`src/rtl/sawr_pkg.sv`:
```
package sawr_pkg;

  localparam int unsigned PKT_SEQ_W  = 32;
  localparam int unsigned DATA_LEN_W = 16;

  typedef enum logic [2:0] {
    SESS_IDLE  = 3'd0,
    SESS_AWAIT = 3'd1,
    SESS_RECV  = 3'd2,
    SESS_ERROR = 3'd3,
    SESS_DONE  = 3'd4
  } session_t;

  typedef enum logic [1:0] {
    OP_START  = 2'd0,
    OP_PACKET = 2'd1,
    OP_IOFAIL = 2'd2
  } opcode_t;

  typedef enum logic [1:0] {
    PKT_ACK   = 2'd0,
    PKT_DATA  = 2'd1,
    PKT_EOT   = 2'd2,
    PKT_OTHER = 2'd3
  } pkt_type_t;

  typedef enum logic {
    TX_PATH = 1'b0,
    TX_ACK  = 1'b1
  } tx_type_t;

  // control part of one result transaction
  typedef struct packed {
    logic     send_valid;
    tx_type_t send_type;
    logic     deliver;
    session_t session;
  } result_ctl_t;

endpackage

```
`src/rtl/stop_and_wait_receiver.sv`:
```
// Receiver side of a stop-and-wait transfer. Each input transaction is one event (start,
// received packet, local I/O failure) and yields exactly one result transaction carrying
// the packet to send, the payload to deliver and the session state after the event.
// An event is registered on entry and resolved against the session and sequence counters
// once the result register is free or being emptied, so one event is taken every cycle
// unless the output stalls; the result is registered and held until it is taken.
// SEQ_WIDTH sets the counter width; counters wrap, and received and sent numbers are cut or
// zero-padded between it and 32 bits. Error and done are terminal until reset.
module stop_and_wait_receiver #(
  parameter int unsigned SEQ_WIDTH = 32
) (
  input  logic                                clk,
  input  logic                                rst_n,
  input  logic                                in_valid,
  output logic                                in_stall,
  input  logic [1:0]                          in_opcode,
  input  logic [1:0]                          in_pkt_type,
  input  logic [sawr_pkg::PKT_SEQ_W-1:0]      in_pkt_seq,
  input  logic [sawr_pkg::DATA_LEN_W-1:0]     in_data_len,
  output logic                                out_valid,
  input  logic                                out_stall,
  output logic                                out_send_valid,
  output logic                                out_send_type,
  output logic [sawr_pkg::PKT_SEQ_W-1:0]      out_send_seq,
  output logic                                out_deliver,
  output logic [sawr_pkg::DATA_LEN_W-1:0]     out_deliver_len,
  output logic [2:0]                          out_session
);

  logic                               in_valid_r;
  logic [1:0]                         in_opcode_r;
  logic [1:0]                         in_pkt_type_r;
  logic [sawr_pkg::PKT_SEQ_W-1:0]     in_pkt_seq_r;
  logic [sawr_pkg::DATA_LEN_W-1:0]    in_data_len_r;

  sawr_pkg::session_t                 session_r;
  logic [SEQ_WIDTH-1:0]               local_seq_r;
  logic [SEQ_WIDTH-1:0]               remote_seq_r;

  logic                               out_valid_r;
  sawr_pkg::result_ctl_t              out_ctl_r;
  logic [sawr_pkg::PKT_SEQ_W-1:0]     out_send_seq_r;
  logic [sawr_pkg::DATA_LEN_W-1:0]    out_deliver_len_r;

  logic [SEQ_WIDTH-1:0]               local_seq_nxt;
  logic [SEQ_WIDTH-1:0]               remote_seq_nxt;
  sawr_pkg::result_ctl_t              step_ctl;
  logic [sawr_pkg::PKT_SEQ_W-1:0]     step_send_seq;
  logic [sawr_pkg::DATA_LEN_W-1:0]    step_deliver_len;

  logic                               advance;
  logic                               in_take;

  // held event moves on when the result register is free or being emptied
  assign advance  = in_valid_r && (!out_valid_r || !out_stall);
  assign in_stall = in_valid_r && !advance;
  assign in_take  = in_valid && !in_stall;

  sawr_step #(
    .SEQ_WIDTH(SEQ_WIDTH)
  ) u_step (
    .session        (session_r),
    .local_seq      (local_seq_r),
    .remote_seq     (remote_seq_r),
    .opcode         (in_opcode_r),
    .pkt_type       (in_pkt_type_r),
    .pkt_seq        (in_pkt_seq_r),
    .data_len       (in_data_len_r),
    .local_seq_nxt  (local_seq_nxt),
    .remote_seq_nxt (remote_seq_nxt),
    .ctl            (step_ctl),
    .send_seq       (step_send_seq),
    .deliver_len    (step_deliver_len)
  );

  always_ff @(posedge clk) begin
    if (!rst_n) begin
      in_valid_r   <= 1'b0;
      out_valid_r  <= 1'b0;
      session_r    <= sawr_pkg::SESS_IDLE;
      local_seq_r  <= '0;
      remote_seq_r <= '0;
    end else begin
      if (in_take) begin
        in_valid_r <= 1'b1;
      end else if (advance) begin
        in_valid_r <= 1'b0;
      end
      if (advance) begin
        out_valid_r  <= 1'b1;
        session_r    <= step_ctl.session;
        local_seq_r  <= local_seq_nxt;
        remote_seq_r <= remote_seq_nxt;
      end else if (!out_stall) begin
        out_valid_r <= 1'b0;
      end
    end
  end

  always_ff @(posedge clk) begin
    if (in_take) begin
      in_opcode_r   <= in_opcode;
      in_pkt_type_r <= in_pkt_type;
      in_pkt_seq_r  <= in_pkt_seq;
      in_data_len_r <= in_data_len;
    end
    if (advance) begin
      out_ctl_r         <= step_ctl;
      out_send_seq_r    <= step_send_seq;
      out_deliver_len_r <= step_deliver_len;
    end
  end

  assign out_valid       = out_valid_r;
  assign out_send_valid  = out_ctl_r.send_valid;
  assign out_send_type   = out_ctl_r.send_type;
  assign out_send_seq    = out_send_seq_r;
  assign out_deliver     = out_ctl_r.deliver;
  assign out_deliver_len = out_deliver_len_r;
  assign out_session     = out_ctl_r.session;

`ifndef SYNTHESIS
  a_deliver_acks: assert property (@(posedge clk) disable iff (!rst_n)
    out_valid && out_deliver |-> out_send_valid && out_send_type == sawr_pkg::TX_ACK)
    else $error("delivered payload without an ack");

  a_error_terminal: assert property (@(posedge clk) disable iff (!rst_n)
    $past(rst_n) && $past(session_r) == sawr_pkg::SESS_ERROR |->
      session_r == sawr_pkg::SESS_ERROR)
    else $error("session left the error state");

  a_local_steps_by_one: assert property (@(posedge clk) disable iff (!rst_n)
    $past(rst_n) && local_seq_r != $past(local_seq_r) |->
      local_seq_r == SEQ_WIDTH'($past(local_seq_r) + 1'b1))
    else $error("local sequence moved by other than one");

  a_state_moves_with_result: assert property (@(posedge clk) disable iff (!rst_n)
    $past(rst_n) && !$past(advance) |-> $stable(session_r) && $stable(remote_seq_r))
    else $error("session state changed without a result transaction");
`endif

endmodule

```
`src/rtl/sawr_step.sv`:
```
module sawr_step #(
  parameter int unsigned SEQ_WIDTH = 32
) (
  input  sawr_pkg::session_t                  session,
  input  logic [SEQ_WIDTH-1:0]                local_seq,
  input  logic [SEQ_WIDTH-1:0]                remote_seq,
  input  logic [1:0]                          opcode,
  input  logic [1:0]                          pkt_type,
  input  logic [sawr_pkg::PKT_SEQ_W-1:0]      pkt_seq,
  input  logic [sawr_pkg::DATA_LEN_W-1:0]     data_len,
  output logic [SEQ_WIDTH-1:0]                local_seq_nxt,
  output logic [SEQ_WIDTH-1:0]                remote_seq_nxt,
  output sawr_pkg::result_ctl_t               ctl,
  output logic [sawr_pkg::PKT_SEQ_W-1:0]      send_seq,
  output logic [sawr_pkg::DATA_LEN_W-1:0]     deliver_len
);

  logic [SEQ_WIDTH-1:0] pseq;
  logic [SEQ_WIDTH-1:0] local_inc;
  logic [SEQ_WIDTH-1:0] remote_inc;
  logic [SEQ_WIDTH-1:0] sseq;

  // received number and transmitted number across the counter width
  generate
    if (SEQ_WIDTH > sawr_pkg::PKT_SEQ_W) begin : g_wide
      assign pseq     = {{(SEQ_WIDTH - sawr_pkg::PKT_SEQ_W){1'b0}}, pkt_seq};
      assign send_seq = sseq[sawr_pkg::PKT_SEQ_W-1:0];
    end else if (SEQ_WIDTH == sawr_pkg::PKT_SEQ_W) begin : g_equal
      assign pseq     = pkt_seq;
      assign send_seq = sseq;
    end else begin : g_narrow
      assign pseq     = pkt_seq[SEQ_WIDTH-1:0];
      assign send_seq = {{(sawr_pkg::PKT_SEQ_W - SEQ_WIDTH){1'b0}}, sseq};
    end
  endgenerate

  assign local_inc  = local_seq + 1'b1;
  assign remote_inc = remote_seq + 1'b1;

  always_comb begin
    local_seq_nxt      = local_seq;
    remote_seq_nxt     = remote_seq;
    ctl.send_valid     = 1'b0;
    ctl.send_type      = sawr_pkg::TX_PATH;
    ctl.deliver        = 1'b0;
    ctl.session        = session;
    sseq               = '0;
    deliver_len        = '0;
    unique case (sawr_pkg::opcode_t'(opcode))
      sawr_pkg::OP_START: begin
        if (session == sawr_pkg::SESS_IDLE) begin
          ctl.send_valid = 1'b1;
          sseq           = local_inc;
          ctl.session    = sawr_pkg::SESS_AWAIT;
        end
      end
      sawr_pkg::OP_IOFAIL: begin
        if (session == sawr_pkg::SESS_IDLE || session == sawr_pkg::SESS_AWAIT ||
            session == sawr_pkg::SESS_RECV) begin
          ctl.session = sawr_pkg::SESS_ERROR;
        end
      end
      sawr_pkg::OP_PACKET: begin
        if (session == sawr_pkg::SESS_AWAIT) begin
          // first reply decides whether the path is open
          if (sawr_pkg::pkt_type_t'(pkt_type) == sawr_pkg::PKT_ACK) begin
            local_seq_nxt  = local_inc;
            remote_seq_nxt = pseq;
            ctl.session    = sawr_pkg::SESS_RECV;
          end else begin
            ctl.session = sawr_pkg::SESS_DONE;
          end
        end else if (session == sawr_pkg::SESS_RECV) begin
          priority if (sawr_pkg::pkt_type_t'(pkt_type) == sawr_pkg::PKT_EOT) begin
            ctl.send_valid = 1'b1;
            ctl.send_type  = sawr_pkg::TX_ACK;
            sseq           = local_inc;
            local_seq_nxt  = local_inc;
            remote_seq_nxt = remote_inc;
            ctl.session    = sawr_pkg::SESS_DONE;
          end else if (pseq == remote_inc) begin
            ctl.deliver    = 1'b1;
            deliver_len    = data_len;
            ctl.send_valid = 1'b1;
            ctl.send_type  = sawr_pkg::TX_ACK;
            sseq           = local_inc;
            local_seq_nxt  = local_inc;
            remote_seq_nxt = remote_inc;
          end else if (pseq == remote_seq) begin
            // duplicate: re-ack with the unchanged number
            ctl.send_valid = 1'b1;
            ctl.send_type  = sawr_pkg::TX_ACK;
            sseq           = local_seq;
          end else begin
            ctl.session = sawr_pkg::SESS_ERROR;
          end
        end
      end
      default: begin
      end
    endcase
  end

endmodule

```
`config.mk`:
```
export PLATFORM = sky130hd
export DESIGN_NAME = stop_and_wait_receiver
export DESIGN_NICKNAME = d
export VERILOG_FILES = /design/src/rtl/sawr_pkg.sv /design/src/rtl/stop_and_wait_receiver.sv /design/src/rtl/sawr_step.sv
export SDC_FILE = /design/constraint.sdc
export NUM_CORES = 1
export LEC_CHECK = 0
export BUFFER_PORTS_ARGS = -buffer_cell sky130_fd_sc_hd__buf_4
export CAP_MARGIN = 20
export CORE_MARGIN = 2
export CORE_UTILIZATION = 39
export DETAILED_ROUTE_END_ITERATION = 7
export HOLD_SLACK_MARGIN = 0.15
export PLACE_DENSITY = 0.56
export SYNTH_ARGS = -nofsm -noshare
export SYNTH_HDL_FRONTEND = slang
export SYNTH_HIERARCHICAL = 1
export SYNTH_SLANG_ARGS = --single-unit
```
`constraint.sdc`:
```
create_clock -name clk -period 6.2 [get_ports clk]
set_clock_uncertainty 0.2 [all_clocks]
set_input_delay 0 -clock clk [delete_from_list [all_inputs] [get_ports clk]]
set_output_delay 0 -clock clk [all_outputs]
set_load 0.02 [all_outputs]
```
Yosys cells after proc, flatten, opt, wreduce, memory -nomap -nowiden
Cells that the tools add are included.

storage, ports and cells
  bits in registers = 175
  memories = 0
  bits in writable memories = 0
  bits in read-only memories = 0
  bits in latches = 0
  input port bits = 56
  output and inout bits = 56
  logic and storage cells = 87

operators by class
  add/subtract/negate cells = 2
  div/mod/pow operators = 0
  shift-type cells = 0
  reductions and logical operators = 20
  multiply operators = 0
  eq/ne operators = 9
  mux-type cells = 38
  bitwise gates (word level) = 3
  $lt $le $gt $ge = 0

operator list
  operator               count
  $mux 32                16
  $add 32x1->32 const B  2
  $eq 32x32->1           2
  $pmux 32 s2            1
  $mux 3                 8
  $pmux 3 s3             1
  $mux 1                 7
  $mux 2                 3
  $mux 6                 1
  $reduce_and 5->1       1
  $reduce_or 5->1        1
  $eq 2x2->1 const B     2
  $logic_not 1->1        4
  $logic_not 2->1        2
  $reduce_bool 2->1      2
  $reduce_or 4->1        1
  $eq 3x1->1 const B     1
  $eq 3x2->1 const B     1
  $logic_and 1x1->1      3
  $logic_not 3->1        1
  $logic_or 1x1->1       3
  $not 1->1              3
  $reduce_bool 3->1      1
  $reduce_or 3->1        1
  4 further kinds        4

Depth between registers and ports, before layout
  depth after elaboration = 8
  gate-level depth with buffers = 16
  depth with buffers taken out = 13

Cells and area by module
Netlist, hierarchy kept.

modules (own cells, without submodules)
  module                  instances  seq. area each (µm²)  area each (µm²)  cells each
  stop_and_wait_receiver  1          4,564.4               5,929.4          405
  sawr_step               1          0.0                   4,190.3          692

Worst setup path before layout
No wires, ideal clock.

  kind = reg-to-reg
  start point = register out_valid_r, in the netlist out_valid
  end point = register in_data_len_r[0] in the netlist's numbering (enable)
  clock period less this slack = 3.657 ns
  arrival time = 2.990 ns
  required time = 5.533 ns
  cell stages (with the launch flop) = 3
  setup slack = 2.543 ns
  path through = dfxtp_1 -> and3_1 -> nor2b_1

on the way
  word-level cells in the longest chain between the ends = 7

ends and longest elaborated chain
  element                   RTL line                       source
  start: declaration        stop_and_wait_receiver.sv:40   logic out_valid_r;
  start signal: assignment  stop_and_wait_receiver.sv:79   out_valid_r <= 1'b0;
  start signal: assignment  stop_and_wait_receiver.sv:90   out_valid_r <= 1'b1;
  start signal: assignment  stop_and_wait_receiver.sv:95   out_valid_r <= 1'b0;
  $logic_not 1->1           stop_and_wait_receiver.sv:55   assign advance = in_valid_r && (!out_valid_r || !out_stall);
  $logic_or 1x1->1          stop_and_wait_receiver.sv:55
  $logic_and 1x1->1         stop_and_wait_receiver.sv:55
  $logic_not 1->1           stop_and_wait_receiver.sv:56   assign in_stall = in_valid_r && !advance;
  $logic_and 1x1->1         stop_and_wait_receiver.sv:56
  via in_stall              stop_and_wait_receiver.sv:15   output logic in_stall,
  $logic_not 1->1           stop_and_wait_receiver.sv:57   assign in_take = in_valid && !in_stall;
  $logic_and 1x1->1         stop_and_wait_receiver.sv:57
  via in_take               stop_and_wait_receiver.sv:52   logic in_take;
  end signal: assignment    stop_and_wait_receiver.sv:105  in_data_len_r <= in_data_len;
  end: declaration          stop_and_wait_receiver.sv:34   logic [sawr_pkg::DATA_LEN_W-1:0] in_data_len_r;

The timed path passes the listed nets, and every way through them passes these cells.
A chain may end at the register's enable or synchronous reset.

Final worst setup path
  start point = register remote_seq_r[0]
  end point = register remote_seq_r[3]

on the way
  word-level cells in the longest chain between the ends = 5

ends and longest elaborated chain
  element                                               RTL line                      source
  start: declaration                                    stop_and_wait_receiver.sv:38  logic [SEQ_WIDTH-1:0] remote_seq_r;
  start signal: assignment                              stop_and_wait_receiver.sv:93  remote_seq_r <= remote_seq_nxt;
  $add 32x1->32 *                                       sawr_step.sv:38               assign remote_inc = remote_seq + 1'b1;
  branches (longest 4 deep; another with $eq 32x32->1)  n/a

Mark *: on every way between the ends. The select of a mux whose other input is x is not followed.

==> run metrics <==
result of the run=complete, no violations; H-tree lvl count=4; core footprint=between 20,000 and 30,000 um^2; signed area change from the synthesized netlist to the final layout=27.6%; maximum clock path buffer count=2; final slew viol count=0; post-synthesis cell type count=80; critical path arrival=roughly 5.1 ns; Detailed Place HPWL=~19,000 um; post-CTS setup buffers=0; global router's overall resource usage=about a fifth; relative slew slack=27.2%; RSZ-0062 raised after global routing=false; Fin Setup TNS=0 ns; register bit total from synthesis=around 180; cells along the critical path=ha_1 -> nand3_4 -> nor4_1 -> nand2_1 -> o221ai_1 -> o21bai_1 -> nand4b_1 -> o21ai_1 -> buf_4 -> a21oi_4 -> o21ai_0 -> o311ai_1 -> nand2_1 -> mux2i_1; worst stage delay on the critical path=about 0.80 ns; CTS sink count=~180; Adder-Cell Fraction of Synth Area=0.247%; part of the cycle the worst path needs=between 70% and 80%; proportion of synthesized area in mux cells=slightly above 7%; buffer cell driving the clock tree root=sky130_fd_sc_hd__clkbuf_16; Pwr Density=215 nW/um^2; critical path required time=between 6 and 7 ns; most frequent cells in the layout=sky130_fd_sc_hd__nand2_1, sky130_fd_sc_hd__buf_4, sky130_fd_sc_hd__dlygate4sd3_1; detailed router's first-iteration violation count=658; Simple-Gate Fraction of Synth Area=approximately a quarter; largest driver fanout on the critical path=28; pin count of the biggest net entering global routing=~120; compound-gate portion of the synthesized area=roughly 11%; library cell with the largest summed area after synthesis=sky130_fd_sc_hd__edfxtp_1; slew at the pin with the worst max-slew slack=between 1 and 1.5 ns; Initial Util=about 40%; Port-buffer cells=111; die span in y=approximately 170 um; initial antenna violation count=0; proportion of netlist area held by the largest area contributor=31.5%; beginning of the critical path=remote_seq_r[0]; vias in the first global route=8,357; nature of the critical path startpoint=register; combinational family with the most area after synthesis=simple AND/OR/NAND/NOR gates; Initial DRT Pass Iterations=5; standard-cell rows=slightly below 60; via total after detailed routing=8,796; cell count after placement=roughly 1,500; layout cell share with drive strength beyond 1=about 14%; gate count after technology mapping=~1,100; Hold Crit Class=reg -> reg; slowest CP cell=sky130_fd_sc_hd__nor4_1; dominant cells by area after synthesis=sky130_fd_sc_hd__edfxtp_1, sky130_fd_sc_hd__dfxtp_1, sky130_fd_sc_hd__nand2_1; average via count per standard cell=5.41; grt total ovfl=0; Top-Level Pins=112; hold path start=local_seq_r[9]; final routed wirelength across all metal layers=between 20,000 and 30,000 um; proportion of synthesized flip-flops having asynchronous set or reset=0%; die outline width=roughly 170 um; clock-pin slew on the worst setup and hold paths=~0.07 ns; number of buffers created by CTS=17; post-synthesis instance area=slightly above 10,000 um^2; leak pwr=4.62 nW; antenna viol nets, final=0; cell repeated most along the worst path=sky130_fd_sc_hd__nand2_1; maximum clock rate=approximately 200 MHz; wire length of the first global-routing pass=around 45,000 um; post-synthesis xor/xnor area fraction=under 10%; reported max-cap violation count=0; synthesized area per cell=between 9 and 10 um^2; worst reg2reg path startpoint=remote_seq_r[0]; number of nets in the final layout=approximately 1,300; full die area=between 20,000 and 30,000 um^2; DRC Markers=0; count of final hold-check violations=0; most common cell after layout, fill and taps aside=sky130_fd_sc_hd__nand2_1; Crit Path Category=reg -> reg; Peak supply drop=approximately 0.00014 V; EDFF count, synth=about 110; Ant. Diodes=0; element type at the critical path end=register; Final Critical Period=between 4 and 5 ns; final setup violation count=0; sequential fraction of the synthesis area=a little under half; clock latency of the later-clocked register in the worst-skew pair=around 0.44 ns; number of warning messages in the yosys log=6; final weighted congestion in routability-driven placement=0.937; Top FF cell, synth=sky130_fd_sc_hd__edfxtp_1; drt wl/cell=~17 um; final cell count without fillers=roughly 1,600; TritonCTS clock tree=done; syn nets=~1,200
[per-layer routing]
layer | global-route usage [%] | wire length [um]
met5 | 0 | 0
met4 | 7.08 | 635
met3 | 3.62 | 1210
met2 | 35.4 | 13600
met1 | 28.4 | 13000
[kinds of logic after synthesis]
group,count (synthesis)
mux,72
compound gates,151
flops,175
buf+inv,85
fa+ha+maj,2
simple gates,527
xor+xnor,85
[cell usage after synthesis (11+ instances only)]
| cell type | number |
|---|---|
| sky130_fd_sc_hd__clkbuf_1 | 27 |
| sky130_fd_sc_hd__or2_2 | 11 |
| sky130_fd_sc_hd__a21oi_1 | 30 |
| sky130_fd_sc_hd__nand2_1 | 217 |
| sky130_fd_sc_hd__a221o_1 | 13 |
| sky130_fd_sc_hd__mux2i_1 | 71 |
| sky130_fd_sc_hd__and2_1 | 21 |
| sky130_fd_sc_hd__and3_1 | 30 |
| sky130_fd_sc_hd__nand4_1 | 23 |
| sky130_fd_sc_hd__xnor2_1 | 52 |
| sky130_fd_sc_hd__o21ai_0 | 16 |
| sky130_fd_sc_hd__nor3_1 | 32 |
| sky130_fd_sc_hd__inv_1 | 19 |
| sky130_fd_sc_hd__buf_2 | 25 |
| sky130_fd_sc_hd__nor4_1 | 11 |
| sky130_fd_sc_hd__nand3_1 | 48 |
| sky130_fd_sc_hd__nor2_1 | 87 |
| sky130_fd_sc_hd__edfxtp_1 | 106 |
| sky130_fd_sc_hd__xor2_1 | 33 |
| sky130_fd_sc_hd__dfxtp_1 | 69 |
[flip-flops by register name, indices dropped and copies added, names as in the netlist]
name	flops
out_send_seq	32
session_r	3
in_opcode_r	2
in_valid_r	1
in_data_len_r	16
in_pkt_type_r	2
local_seq_r	32
out_send_type	1
out_deliver_len	16
out_deliver	1
remote_seq_r	32
out_send_valid	1
in_pkt_seq_r	32
out_valid	1
out_session	3
[worst paths after layout]
check	to	slack, ns	cells past startpoint
min reg2reg	local_seq_r[9]	0.29	2
min	local_seq_r[9]	0.29	2
max	remote_seq_r[3]	1.27	14
max reg2reg	remote_seq_r[3]	1.27	14
[worst max-delay path, delay by kind of cell (launching register included)]
family          cells  cell delay (ns)
fa+ha+maj           1             0.38
simple gates        5             1.63
compound gates      6             1.74
buf+inv             1             0.21
mux                 1             0.16
flops               1             0.49
[layout make-up]
cell class              instances  area (um^2)
inverters                      19         71.3
repair buffers                234         2050
multi-input cells             837         5160
well taps                     330          413
fillers                      2347        12400
flip-flops and latches        175         4560
clock buffers                  19          433
clock inverters                13          211
[per-stage QoR]
| step | hold WS (ns) | util (%) | cell area, um^2 | setup slack, ns | power (mW) |
|---|---|---|---|---|---|
| 3_3_place_gp | -0.0218 | 44.0 | 11100 | 1.37 | 1.54 |
| 2_1_floorplan | -0.101 | - | 10100 | 2.54 | 1.45 |
| 6_report | 0.291 | 51.0 | 12900 | 1.27 | 2.77 |
| 3_5_place_dp | -0.0207 | 44.0 | 11200 | 1.40 | 1.54 |
| 4_1_cts | 0.296 | 50.9 | 12900 | 1.34 | 2.80 |
| 5_1_grt | 0.323 | 51.0 | 12900 | 0.872 | 2.86 |
[report_power, final]
part | leakage [nW] | switching (mW) | internal, mW
Sequential | 1.55 | 0.0233 | 1.27
Combinational | 2.76 | 0.142 | 0.131
Clock | 0.307 | 0.484 | 0.719
[repair_timing]
| item | in CTS | in global routing |
|---|---|---|
| hold buffers | 110 | 0 |
| hold endpoints to repair | 147 | 0 |
| gates resized for setup | 0 | 0 |
No activity file was read; power rests on OpenSTA's default activity.
